## src/rtl/timeout_text_decoder_macros.svh

```systemverilog
// ----------------------------------------------------------------------------
// timeout_text_decoder_macros
// Assertion helpers for the duration text decoder.
// ----------------------------------------------------------------------------
// Each macro expects clk and rst to be in scope.
`ifndef TIMEOUT_TEXT_DECODER_MACROS_SVH
`define TIMEOUT_TEXT_DECODER_MACROS_SVH

// Same-cycle implication, checked outside reset.
`define TTD_CHECK_NOW(lbl, ante, cons, msg) \
  lbl: assert property (@(posedge clk) disable iff (rst) (ante) |-> (cons)) else $error(msg);

// Next-cycle implication, checked outside reset.
`define TTD_CHECK_NEXT(lbl, ante, cons, msg) \
  lbl: assert property (@(posedge clk) disable iff (rst) (ante) |=> (cons)) else $error(msg);

`endif

```

## src/rtl/ttd_pkg.sv

```systemverilog
// ----------------------------------------------------------------------------
// ttd_pkg
// Shared types, codes and constants of the duration text decoder.
// ----------------------------------------------------------------------------
package ttd_pkg;

  localparam int CountW = 30;
  localparam int SecW   = 42;
  localparam int NsW    = 30;
  localparam int QuotW  = 21;   // largest quotient: 2^30 / 1000
  localparam int MulW   = 31;   // width of the stage-one multiplier constant
  localparam int ProdW  = CountW + MulW;
  localparam int RecipShift = 40;

  localparam int JobDepth = 4;
  localparam int JobPtrW  = $clog2(JobDepth);
  localparam int OutDepth = 8;
  localparam int OutPtrW  = $clog2(OutDepth);

  // unit codes
  localparam logic [2:0] UNIT_NS = 3'd0;
  localparam logic [2:0] UNIT_US = 3'd1;
  localparam logic [2:0] UNIT_MS = 3'd2;
  localparam logic [2:0] UNIT_S  = 3'd3;
  localparam logic [2:0] UNIT_M  = 3'd4;
  localparam logic [2:0] UNIT_H  = 3'd5;

  // characters
  localparam logic [7:0] CH_SPACE = 8'h20;
  localparam logic [7:0] CH_ZERO  = 8'h30;
  localparam logic [7:0] CH_NINE  = 8'h39;
  localparam logic [7:0] CH_NUL   = 8'h00;
  localparam logic [7:0] CH_N     = 8'h6E;
  localparam logic [7:0] CH_U     = 8'h75;
  localparam logic [7:0] CH_LM    = 8'h6D;
  localparam logic [7:0] CH_US    = 8'h53;
  localparam logic [7:0] CH_UM    = 8'h4D;
  localparam logic [7:0] CH_UH    = 8'h48;

  localparam logic [CountW-1:0] COUNT_LIMIT = 30'd100_000_000;
  localparam logic [CountW-1:0] NS_PER_S    = 30'd1_000_000_000;
  localparam logic [CountW-1:0] NS_PER_MS   = 30'd1_000_000;
  localparam logic [CountW-1:0] NS_PER_US   = 30'd1_000;

  // floor(2^40 / d), quotient estimate is low by at most one
  localparam logic [MulW-1:0] RECIP_US = 31'd1_099_511;
  localparam logic [MulW-1:0] RECIP_MS = 31'd1_099_511_627;

  typedef struct packed {
    logic              valid_res;
    logic              infinite;
    logic [CountW-1:0] count;
    logic [2:0]        unit;
  } job_t;

  typedef struct packed {
    logic            valid_res;
    logic            infinite;
    logic [SecW-1:0] seconds;
    logic [NsW-1:0]  nanoseconds;
  } result_t;

  typedef struct packed {
    logic       ok;
    logic [2:0] code;
  } unit_hit_t;

  function automatic unit_hit_t unit_of(input logic [7:0] c);
    unit_hit_t h;
    h.ok = 1'b1;
    unique case (c)
      CH_N:    h.code = UNIT_NS;
      CH_U:    h.code = UNIT_US;
      CH_LM:   h.code = UNIT_MS;
      CH_US:   h.code = UNIT_S;
      CH_UM:   h.code = UNIT_M;
      CH_UH:   h.code = UNIT_H;
      default: begin
        h.ok   = 1'b0;
        h.code = UNIT_S;
      end
    endcase
    return h;
  endfunction

endpackage

```

## src/rtl/ttd_front.sv

```systemverilog
// ----------------------------------------------------------------------------
// ttd_front
// Character parser: tracks the text phase and emits one job per text.
// ----------------------------------------------------------------------------
module ttd_front (
  input  logic          clk,
  input  logic          rst,
  input  logic          accept,
  input  logic [7:0]    char_code,
  input  logic          has_char,
  input  logic          last,
  output logic          job_wr,
  output ttd_pkg::job_t job
);
  import ttd_pkg::*;

  localparam logic [2:0] PH_LEAD   = 3'd0;
  localparam logic [2:0] PH_DIGITS = 3'd1;
  localparam logic [2:0] PH_GAP    = 3'd2;
  localparam logic [2:0] PH_TRAIL  = 3'd3;
  localparam logic [2:0] PH_ENDED  = 3'd4;
  localparam logic [2:0] PH_INF    = 3'd5;
  localparam logic [2:0] PH_BAD    = 3'd6;

  logic [2:0]        phase, phase_next;
  logic [CountW-1:0] count_value, count_next;
  logic [2:0]        unit_code, unit_next;
  logic              digit, is_space, good;
  logic [3:0]        dval;
  logic [CountW-1:0] times_ten;
  unit_hit_t         uh;

  assign digit     = (char_code >= CH_ZERO) && (char_code <= CH_NINE);
  assign is_space  = (char_code == CH_SPACE);
  assign dval      = 4'(char_code - CH_ZERO);
  assign times_ten = {count_value[CountW-4:0], 3'b000} + {count_value[CountW-2:0], 1'b0};
  assign uh        = unit_of(char_code);

  always_comb begin
    phase_next = phase;
    count_next = count_value;
    unit_next  = unit_code;
    if (has_char) begin
      unique case (phase)
        PH_LEAD: begin
          if (is_space) begin
          end else if (digit) begin
            count_next = CountW'(dval);
            phase_next = PH_DIGITS;
          end else begin
            phase_next = PH_BAD;
          end
        end
        PH_DIGITS: begin
          if (digit) begin
            if (count_value >= COUNT_LIMIT && (count_value != COUNT_LIMIT || dval != 4'd0)) begin
              phase_next = PH_INF;
            end else begin
              count_next = times_ten + CountW'(dval);
            end
          end else if (is_space) begin
            phase_next = PH_GAP;
          end else if (uh.ok) begin
            unit_next  = uh.code;
            phase_next = PH_TRAIL;
          end else begin
            phase_next = PH_BAD;
          end
        end
        PH_GAP: begin
          if (is_space) begin
          end else if (uh.ok) begin
            unit_next  = uh.code;
            phase_next = PH_TRAIL;
          end else begin
            phase_next = PH_BAD;
          end
        end
        PH_TRAIL: begin
          if (char_code == CH_NUL) begin
            phase_next = PH_ENDED;
          end else if (!is_space) begin
            phase_next = PH_BAD;
          end
        end
        PH_ENDED, PH_INF, PH_BAD: begin
        end
        default: phase_next = PH_BAD;
      endcase
    end
  end

  // Normalize the job: bad and infinite texts carry a zero count in seconds.
  assign good          = (phase_next == PH_TRAIL) || (phase_next == PH_ENDED);
  assign job_wr        = accept && last;
  assign job.infinite  = (phase_next == PH_INF);
  assign job.valid_res = good || job.infinite;
  assign job.count     = good ? count_next : '0;
  assign job.unit      = good ? unit_next : UNIT_S;

  always_ff @(posedge clk) begin
    if (rst) begin
      phase       <= PH_LEAD;
      count_value <= '0;
      unit_code   <= UNIT_NS;
    end else if (accept) begin
      if (last) begin
        phase       <= PH_LEAD;
        count_value <= '0;
        unit_code   <= UNIT_NS;
      end else begin
        phase       <= phase_next;
        count_value <= count_next;
        unit_code   <= unit_next;
      end
    end
  end

endmodule

```

## src/rtl/ttd_job_queue.sv

```systemverilog
// ----------------------------------------------------------------------------
// ttd_job_queue
// Short queue of parsed jobs between the parser and the arithmetic pipe.
// ----------------------------------------------------------------------------
module ttd_job_queue (
  input  logic          clk,
  input  logic          rst,
  input  logic          wr_en,
  input  ttd_pkg::job_t wr_job,
  output logic          full,
  input  logic          rd_en,
  output ttd_pkg::job_t rd_job,
  output logic          empty
);
  import ttd_pkg::*;

  job_t               mem [JobDepth];
  logic [JobPtrW-1:0] wptr, rptr;
  logic [JobPtrW:0]   fill;

  assign full   = (fill == (JobPtrW+1)'(JobDepth));
  assign empty  = (fill == '0);
  assign rd_job = mem[rptr];

  always_ff @(posedge clk) begin
    if (wr_en) begin
      mem[wptr] <= wr_job;
    end
  end

  always_ff @(posedge clk) begin
    if (rst) begin
      wptr <= '0;
      rptr <= '0;
      fill <= '0;
    end else begin
      if (wr_en) wptr <= wptr + 1'b1;
      if (rd_en) rptr <= rptr + 1'b1;
      fill <= fill + (JobPtrW+1)'(wr_en) - (JobPtrW+1)'(rd_en);
    end
  end

endmodule

```

## src/rtl/ttd_back.sv

```systemverilog
// ----------------------------------------------------------------------------
// ttd_back
// Unit conversion pipe (reciprocal divide, remainder fix, scale) and
// result queue.
// ----------------------------------------------------------------------------
module ttd_back (
  input  logic             clk,
  input  logic             rst,
  input  logic             job_avail,
  input  ttd_pkg::job_t    job,
  output logic             job_take,
  input  logic             pop,
  output logic             empty,
  output ttd_pkg::result_t res
);
  import ttd_pkg::*;

  // stage 1: reciprocal or scale multiply
  logic              v1, v2, v3;
  job_t              j1, j2;
  logic [ProdW-1:0]  prod1;
  logic [MulW-1:0]   mconst;
  // stage 2: quotient estimate times divisor
  logic [QuotW-1:0]  q2;
  logic [CountW-1:0] qd2;
  logic [SecW-1:0]   secmul2;
  logic [QuotW-1:0]  q_est;
  logic [CountW-1:0] dsel1, dsel2;
  // stage 3: corrected quotient and remainder
  logic [CountW-1:0] r0, r3;
  logic [QuotW-1:0]  qfix;
  logic [CountW-1:0] rfix;
  logic [SecW-1:0]   sec3;
  logic [CountW-1:0] scale3;
  logic              valid3, inf3;
  logic [CountW-1:0] scale_sel;
  logic [NsW-1:0]    ns_w;
  // result queue
  result_t            oq [OutDepth];
  logic [OutPtrW-1:0] owp, orp;
  logic [OutPtrW:0]   ofill;
  logic [OutPtrW:0]   pending;
  logic               opop;

  // Credit check: queue fill plus items in the pipe must leave a free slot.
  assign pending  = ofill + (OutPtrW+1)'(v1) + (OutPtrW+1)'(v2) + (OutPtrW+1)'(v3);
  assign job_take = job_avail && (pending < (OutPtrW+1)'(OutDepth));

  always_comb begin
    unique case (job.unit)
      UNIT_US: mconst = RECIP_US;
      UNIT_MS: mconst = RECIP_MS;
      UNIT_S:  mconst = MulW'(1);
      UNIT_M:  mconst = MulW'(60);
      UNIT_H:  mconst = MulW'(3600);
      default: mconst = '0;
    endcase
  end

  always_comb begin
    unique case (j1.unit)
      UNIT_NS: dsel1 = NS_PER_S;
      UNIT_US: dsel1 = NS_PER_MS;
      UNIT_MS: dsel1 = NS_PER_US;
      default: dsel1 = '0;
    endcase
  end

  assign q_est = (j1.unit == UNIT_US || j1.unit == UNIT_MS) ?
                 prod1[RecipShift +: QuotW] : '0;

  always_comb begin
    unique case (j2.unit)
      UNIT_NS: dsel2 = NS_PER_S;
      UNIT_US: dsel2 = NS_PER_MS;
      UNIT_MS: dsel2 = NS_PER_US;
      default: dsel2 = '0;
    endcase
    unique case (j2.unit)
      UNIT_NS: scale_sel = CountW'(1);
      UNIT_US: scale_sel = NS_PER_US;
      UNIT_MS: scale_sel = NS_PER_MS;
      default: scale_sel = '0;
    endcase
  end

  assign r0 = j2.count - qd2;
  always_comb begin
    qfix = q2;
    rfix = r0;
    if (r0 >= dsel2) begin
      qfix = q2 + 1'b1;
      rfix = r0 - dsel2;
    end
  end

  assign ns_w = NsW'(r3 * scale3);

  always_ff @(posedge clk) begin
    if (rst) begin
      v1 <= 1'b0;
      v2 <= 1'b0;
      v3 <= 1'b0;
    end else begin
      v1 <= job_take;
      v2 <= v1;
      v3 <= v2;
    end
  end

  always_ff @(posedge clk) begin
    j1      <= job;
    prod1   <= job.count * mconst;
    j2      <= j1;
    q2      <= q_est;
    qd2     <= CountW'(q_est * dsel1);
    secmul2 <= prod1[SecW-1:0];
    valid3  <= j2.valid_res;
    inf3    <= j2.infinite;
    scale3  <= scale_sel;
    if (j2.unit == UNIT_NS || j2.unit == UNIT_US || j2.unit == UNIT_MS) begin
      r3   <= rfix;
      sec3 <= SecW'(qfix);
    end else begin
      r3   <= '0;
      sec3 <= secmul2;
    end
  end

  // result queue
  assign opop  = pop && !empty;
  assign empty = (ofill == '0);
  assign res   = oq[orp];

  always_ff @(posedge clk) begin
    if (v3) begin
      oq[owp] <= '{valid_res: valid3, infinite: inf3, seconds: sec3, nanoseconds: ns_w};
    end
  end

  always_ff @(posedge clk) begin
    if (rst) begin
      owp   <= '0;
      orp   <= '0;
      ofill <= '0;
    end else begin
      if (v3)   owp <= owp + 1'b1;
      if (opop) orp <= orp + 1'b1;
      ofill <= ofill + (OutPtrW+1)'(v3) - (OutPtrW+1)'(opop);
    end
  end

endmodule

```

## src/rtl/timeout_text_decoder.sv

```systemverilog
// ----------------------------------------------------------------------------
// timeout_text_decoder
// Parses duration text (count plus unit letter) into seconds and nanoseconds.
// ----------------------------------------------------------------------------
//
// Channel   Direction  Handshake           Payload
// input     in         push / full         char_code, has_char, last
// result    out        empty / pop         valid_res, infinite, seconds,
//                                          nanoseconds
//
// One character transfer per cycle, sustained; full rises only when the
// four-entry job queue holds four finished texts awaiting conversion.
// After the transfer marked last, a result passes through the job queue,
// multiply, quotient times divisor and remainder fix, then the nanosecond
// scale multiply written into the eight-entry result queue.
// Issue into the multiply pipe is credit based, so a stalled result side
// backs up into the job queue and then into full, never dropping a result.
// rst is synchronous and clears the parse state and all queue pointers.
//
`include "timeout_text_decoder_macros.svh"

module timeout_text_decoder (
  input  logic        clk,
  input  logic        rst,
  // character side
  input  logic        push,
  output logic        full,
  input  logic [7:0]  char_code,
  input  logic        has_char,
  input  logic        last,
  // result side
  output logic        empty,
  input  logic        pop,
  output logic        valid_res,
  output logic        infinite,
  output logic [41:0] seconds,
  output logic [29:0] nanoseconds
);
  import ttd_pkg::*;

  logic    accept;
  logic    q_wr, q_full, q_empty, q_rd;
  job_t    q_in, q_out;
  result_t res;
  logic    dur_zero;

  // a character transfer
  assign accept = push && !full;
  assign full   = q_full;

  // front: per-character parse; a job per finished text
  ttd_front u_front (
    .clk       (clk),
    .rst       (rst),
    .accept    (accept),
    .char_code (char_code),
    .has_char  (has_char),
    .last      (last),
    .job_wr    (q_wr),
    .job       (q_in)
  );

  // decoupling queue between parse and conversion
  ttd_job_queue u_jobq (
    .clk    (clk),
    .rst    (rst),
    .wr_en  (q_wr),
    .wr_job (q_in),
    .full   (q_full),
    .rd_en  (q_rd),
    .rd_job (q_out),
    .empty  (q_empty)
  );

  // back: unit conversion and result queue
  ttd_back u_back (
    .clk       (clk),
    .rst       (rst),
    .job_avail (!q_empty),
    .job       (q_out),
    .job_take  (q_rd),
    .pop       (pop),
    .empty     (empty),
    .res       (res)
  );

  assign valid_res   = res.valid_res;
  assign infinite    = res.infinite;
  assign seconds     = res.seconds;
  assign nanoseconds = res.nanoseconds;

  // head result carries no duration at all
  assign dur_zero = (seconds == '0) && (nanoseconds == '0);

  // a malformed result carries no duration
  `TTD_CHECK_NOW(a_bad_is_zero, !empty && !valid_res, !infinite && dur_zero, "bad result nonzero")
  // an infinite result is valid and has zero duration
  `TTD_CHECK_NOW(a_inf_shape, !empty && infinite, valid_res && dur_zero, "infinite with duration")
  // nanosecond remainder stays below one second
  `TTD_CHECK_NOW(a_ns_range, !empty, nanoseconds < NS_PER_S, "nanosecond remainder out of range")
  // a job transfer never lands in a full queue
  `TTD_CHECK_NOW(a_jobq_room, q_wr, !q_full, "job written into full queue")
  // a job taken from the queue was present
  `TTD_CHECK_NEXT(a_take_valid, q_rd, !$past(q_empty), "job taken from empty queue")

endmodule

```

## config.mk

```make
export PLATFORM = sky130hd
export DESIGN_NAME = timeout_text_decoder
export DESIGN_NICKNAME = d
export VERILOG_FILES = /design/src/rtl/ttd_pkg.sv /design/src/rtl/ttd_front.sv /design/src/rtl/ttd_job_queue.sv /design/src/rtl/ttd_back.sv /design/src/rtl/timeout_text_decoder.sv
export VERILOG_INCLUDE_DIRS = /design/src /design/src/rtl
export SDC_FILE = /design/constraint.sdc
export NUM_CORES = 2
export LEC_CHECK = 0
export BUFFER_PORTS_ARGS = -buffer_cell sky130_fd_sc_hd__buf_2
export CORE_MARGIN = 4
export CORE_UTILIZATION = 37
export DETAILED_ROUTE_END_ITERATION = 7
export PLACE_DENSITY_LB_ADDON = 0.3
export RECOVER_POWER = 50
export SLEW_MARGIN = 0
export SYNTH_ARGS = -nofsm -noshare
export SYNTH_HDL_FRONTEND = slang
export SYNTH_HIERARCHICAL = 1
export SYNTH_SLANG_ARGS = --single-unit
```

## constraint.sdc

```tcl
create_clock -name clk -period 20.5 [get_ports clk]
set_input_delay 1.025 -clock clk [delete_from_list [all_inputs] [get_ports clk]]
set_output_delay 1.025 -clock clk [all_outputs]
set_load 0.05 [all_outputs]
```

* After elaboration in Yosys (flattened, before gate mapping) *
Memory sizes are Yosys's and may differ from the RTL's. A register that Yosys moved wholly into a read port is not among the register bits.
Index checks and enable logic that the tools add are counted.
W data, S select, Z words.

storage, ports and cells
  bits in registers = 374
  latch bits = 0
  RAM bits = 732
  ROM bits = 0
  output and inout port bits = 76
  memories kept = 2

memory list
  memory      words  bits a word  read ports  clocked after memory_dff  write ports  RTL line             text
  u_back.oq   8      74           1           1                         1            ttd_back.sv:39       result_t oq [OutDepth];
  u_jobq.mem  4      35           1           1                         1            ttd_job_queue.sv:17  job_t mem [JobDepth];

cells by class
  $add $sub $neg = 17
  multiply operators = 3
  div/mod/pow operators = 0
  $lt $le $gt $ge = 5
  eq/ne operators = 27
  shift-type cells = 0
  muxes and demuxes = 45
  bitwise logic cells = 0
  reductions and logical operators = 24

operators with widths
  kind                     count
  $mux W30                 8
  $pmux W30 S3             2
  $pmux W31 S5             1
  $mux W21                 3
  $mul A30 B31 Y61         1
  $pmux W20 S3             1
  $pmux W30 S2             1
  $sub A30 B30 Y30         2
  $mux W3                  19
  $eq A8 B7 Y1 const B     6
  $add A30 B30 Y30         1
  $add A30 B4 Y30          1
  $ge A30 B27 Y1 const B   1
  $ge A30 B30 Y1           1
  $mul A21 B30 Y30         1
  $mul A30 B20 Y30         1
  $ne A30 B27 Y1 const B   1
  $pmux W3 S5              2
  $eq A3 B3 Y1 const B     8
  $add A21 B1 Y21 const B  1
  $eq A3 B2 Y1 const B     7
  $add A4 B1 Y4            4
  $eq A3 B1 Y1 const B     4
  $logic_not A3 Y1         4
  other kinds (21)         40

* Logic depth before layout (Yosys ltp) *
  word-level depth = 11
  gate-level depth with buffers = 40
  depth with buffers taken out = 36

* Hierarchy *
Netlist, hierarchy kept.

modules (own cells, without submodules)
  module                instances  cells an instance  area an instance (um^2)
  ttd_back              1          5705               69187.6
  ttd_job_queue         1          225                5541.6
  ttd_front             1          570                4335.4
  timeout_text_decoder  1          2                  17.5

* Worst setup path before layout *
OpenSTA, ideal clock, no wires.

  path type = register to register
  from = register (tool-made name)
  to = register u_back.prod1[60]
  setup time = 118 ps
  arrival = 9629 ps
  required time = 20382 ps
  slack = 10753 ps
  stages on the path, launching flop included = 38
  path buffers = 4
  period minus slack after synthesis = 9747 ps
  path through = dfxtp_1 buf_6 buf_12 mux4_2 inv_1 ha_1 nor4_1 clkbuf_1 clkbuf_1 nand2_1 nand2_1 a21oi_1 fa_1 fa_1 inv_1 fa_1 inv_1 fa_1 (+2 left out) fa_1 fa_1 inv_1 fa_1 inv_1 ha_1 nand4_1 nor3_1 nand4_1 nor3_1 o2111ai_1 a31o_2 and3_1 o31ai_1 and2_1 a31oi_1 a311o_1 xnor2_1

RTL lines
  what                  RTL line         text
  end signal, assigned  ttd_back.sv:113  prod1 <= job.count * mconst;
  end, declared         ttd_back.sv:21   logic [ProdW-1:0] prod1;

==> flow_summary.yaml <==
placement:
  io_buffer_count: 89
  dp_hpwl_um: 148000
  place_congestion: 0.924
sta:
  slew_violations: 613
  final.min_clock_period_ps: 13230
  finalHoldWorstSlack_ps: 304
  rsz0062_at_grt: "false"
  fin_skew_ps: 39.1
  slew-limit-headroom: -1.26
  fmax_mhz: 75.6
  setup_tns_ps: 0
  hold_violations: 0
  period_share: 0.645
  worstMarginPinSlew_ps: 3400
  setup_viol: 0
min_path:
  hp-class: "reg2reg"
  hold_depth: 0
  hp-start: "u_back/prod1[11]$_DFF_P_"
  whs_endpoint: "u_back/secmul2[11]$_DFF_P_"
drt:
  dr_wl_met3_um: 9370
  routed_wl_um: 190000
  avgRoutedWirePerCell_um: 19.9
  ant_nets: 0
  dr.max_layer_used: "met4"
  drt_pass1_iterations: 6
  wl_met2_um: 89900
  drc: 0
  drt_iter0_markers: 3193
  via_count: 46800
  vias_per_cell: 4.91
  met1Wirelength_um: 85500
critical_path:
  reg2reg_to: "u_back/prod1[60]$_DFF_P_"
  worst-path-max-fanout: 38
  worst_setup_path_start_kind: "register"
  path_delay_family: "adder cells"
  crit_type: "reg2reg"
  critPathSlowestCell: "clkbuf_1"
  cp_data_arrival_time_ps: 13830
  required_ps: 21100
  r2r_slack_ps: 7270
  critPathMaxStageDelay_ps: 2100
  path_buf_inv: 10
  critPathCaptureType: "register"
  rr_worst_depth: 37
cts:
  clkTransAtPathRegs_ps: 60
  hold_buffers: 0
  cts_made_buffers: 104
  postCtsSetupBuffers: 0
  clockBufferDepth: 3
  clkLatencyLatePin_ps: 740
  cts_sinks: 1092
  cts_resized: 0
  cts-root-buf: "clkbuf_16"
  cts_tree: "built"
  htree_levels: 3
die:
  io_pins: 90
  rows: 169
  core_area_mm2: 0.212
  initial_utilization: 0.373
  die_h_um: 470
  die_x_um: 470
  die-area_mm2: 0.221
flow_run:
  drv_cap: 17
cells_and_area:
  layout_common_cells: "1374 x inv_1, 871 x fa_1, 779 x ha_1"
  n_fill_cell: 20000
  nNetsFinal: 8297
  area_growth_pct: 9.38
  drive_above_1_share: 0.0916
  mostFrequentLayoutCell: "inv_1"
yosys:
  synth_flop_cell: "edfxtp_1"
  synthArstFlopShare: 0
  syn_area_mm2: 0.0791
  synthCells: 6502
  yosysWarnings: 6
  synth_seq_cells: 1092
  synth_cell_types: 101
  synth-seq-area-share: 0.369
  postSynthAreaPerCell_um2: 12.2
  synth_enable_flop_cells: 732
global_routing:
  overflow: 0
  grt.total_usage: 0.173
  antenna_found_initial: 7
  grt_pass1_wl_um: 296000
  grt_pass1_vias: 49700
  grt_max_degree: 67
run_status:
  violations: "capacitance limit, slew limit"
  status: "complete, but fails checks"
cells in the mapped netlist (all sizes together), types with 8 or more instances:
cell    instances  area (µm²)
inv          1375        5160
fa            871       17400
ha            779        9750
edfxtp        732       22000
nand2         369        1390
dfxtp         360        7210
and2          235        1470
nor2          204         783
mux4          183        4140
xnor2         166        1450
a21oi         156         826
clkbuf        121         457
o21ai         121         606
mux2           76         856
xor2           76         666
a21o           66         495
nand3          50         250
and3           46         288
buf            43         269
nor3           40         205
nand4          31         194
o21bai         31         233
nor2b          27         176
mux2i          25         250
nand2b         25         156
a31oi          24         150
a22oi          23         173
a211oi         22         170
o21a           20         158
o211ai         17         141
or3            17         106
or2            16         100
o31ai          12        90.1
nor4           10        75.1
a22o            8        70.1
a31o            8        70.1
cells by family after synthesis:
group           synth area share
simple gates              0.0690
other cells            0.0000950
xor+xnor                  0.0271
mux                       0.0663
compound gates            0.0501
fa+ha+maj                  0.344
flops                      0.369
buf+inv                   0.0745
layer usage:
layer,vias to the layer above,GRT usage
li1,21700,-
met1,23900,0.239
met2,1038,0.284
met3,237,0.0272
met4,0,0.0448
met5,-,0
flip-flops by register name, summed over array words and instances (netlist names), 2 cells and up, named ones only:
| register | flops |
|---|---|
| u_back/scale3 | 4 |
| u_back/j1 | 35 |
| u_back/r3 | 30 |
| u_back/orp | 3 |
| u_jobq/wptr | 2 |
| u_jobq/rptr | 2 |
| u_back/prod1 | 61 |
| u_back/ofill | 4 |
| u_back/owp | 3 |
| u_back/q2 | 21 |
| u_front/phase | 3 |
| u_jobq/mem | 140 |
| u_back/sec3 | 42 |
| u_back/secmul2 | 42 |
| u_back/j2 | 35 |
| u_front/unit_code | 3 |
| u_back/oq | 592 |
| u_back/qd2 | 27 |
| u_jobq/fill | 3 |
| u_front/count_value | 30 |
layout make-up:
cell class                      instances  area, µm²  share of cell area
Multi-Input combinational cell       3927      44300               0.512
Sequential cell                      1092      29200               0.338
Inverter                             1376       5160              0.0597
Tap cell                             2821       3530              0.0408
Clock buffer                          135       2900              0.0335
Clock inverter                         62        728             0.00842
Timing Repair Buffer                  132        706             0.00816
Antenna cell                            4       10.0            0.000116
worst max-delay path by stage:
stage	startpoint	to	slack (ps)	depth (start not counted)
2_1_floorplan	register	u_back/prod1[60]$_DFF_P_	10750	37
3_3_place_gp	register	u_back/prod1[60]$_DFF_P_	9150	37
3_5_place_dp	register	u_back/prod1[60]$_DFF_P_	8970	37
4_1_cts	register	u_back/prod1[60]$_DFF_P_	8920	37
5_1_grt	register	u_back/prod1[60]$_DFF_P_	6170	37
6_report	register	u_back/prod1[60]$_DFF_P_	7270	37
metrics by stage:
step,setup WS (ps),cells,util,instance area [µm²]
6_report,7270,9549,0.407,86500
5_1_grt,6170,9545,0.407,86500
4_1_cts,8920,9545,0.408,86600
3_5_place_dp,8970,9348,0.391,83000
3_3_place_gp,9150,9348,0.391,83000
2_1_floorplan,10750,6559,-,79300
Power is left out: the tool's default activity adds up to more than one toggle a clock period on the data nets, which glitch-free logic cannot reach.
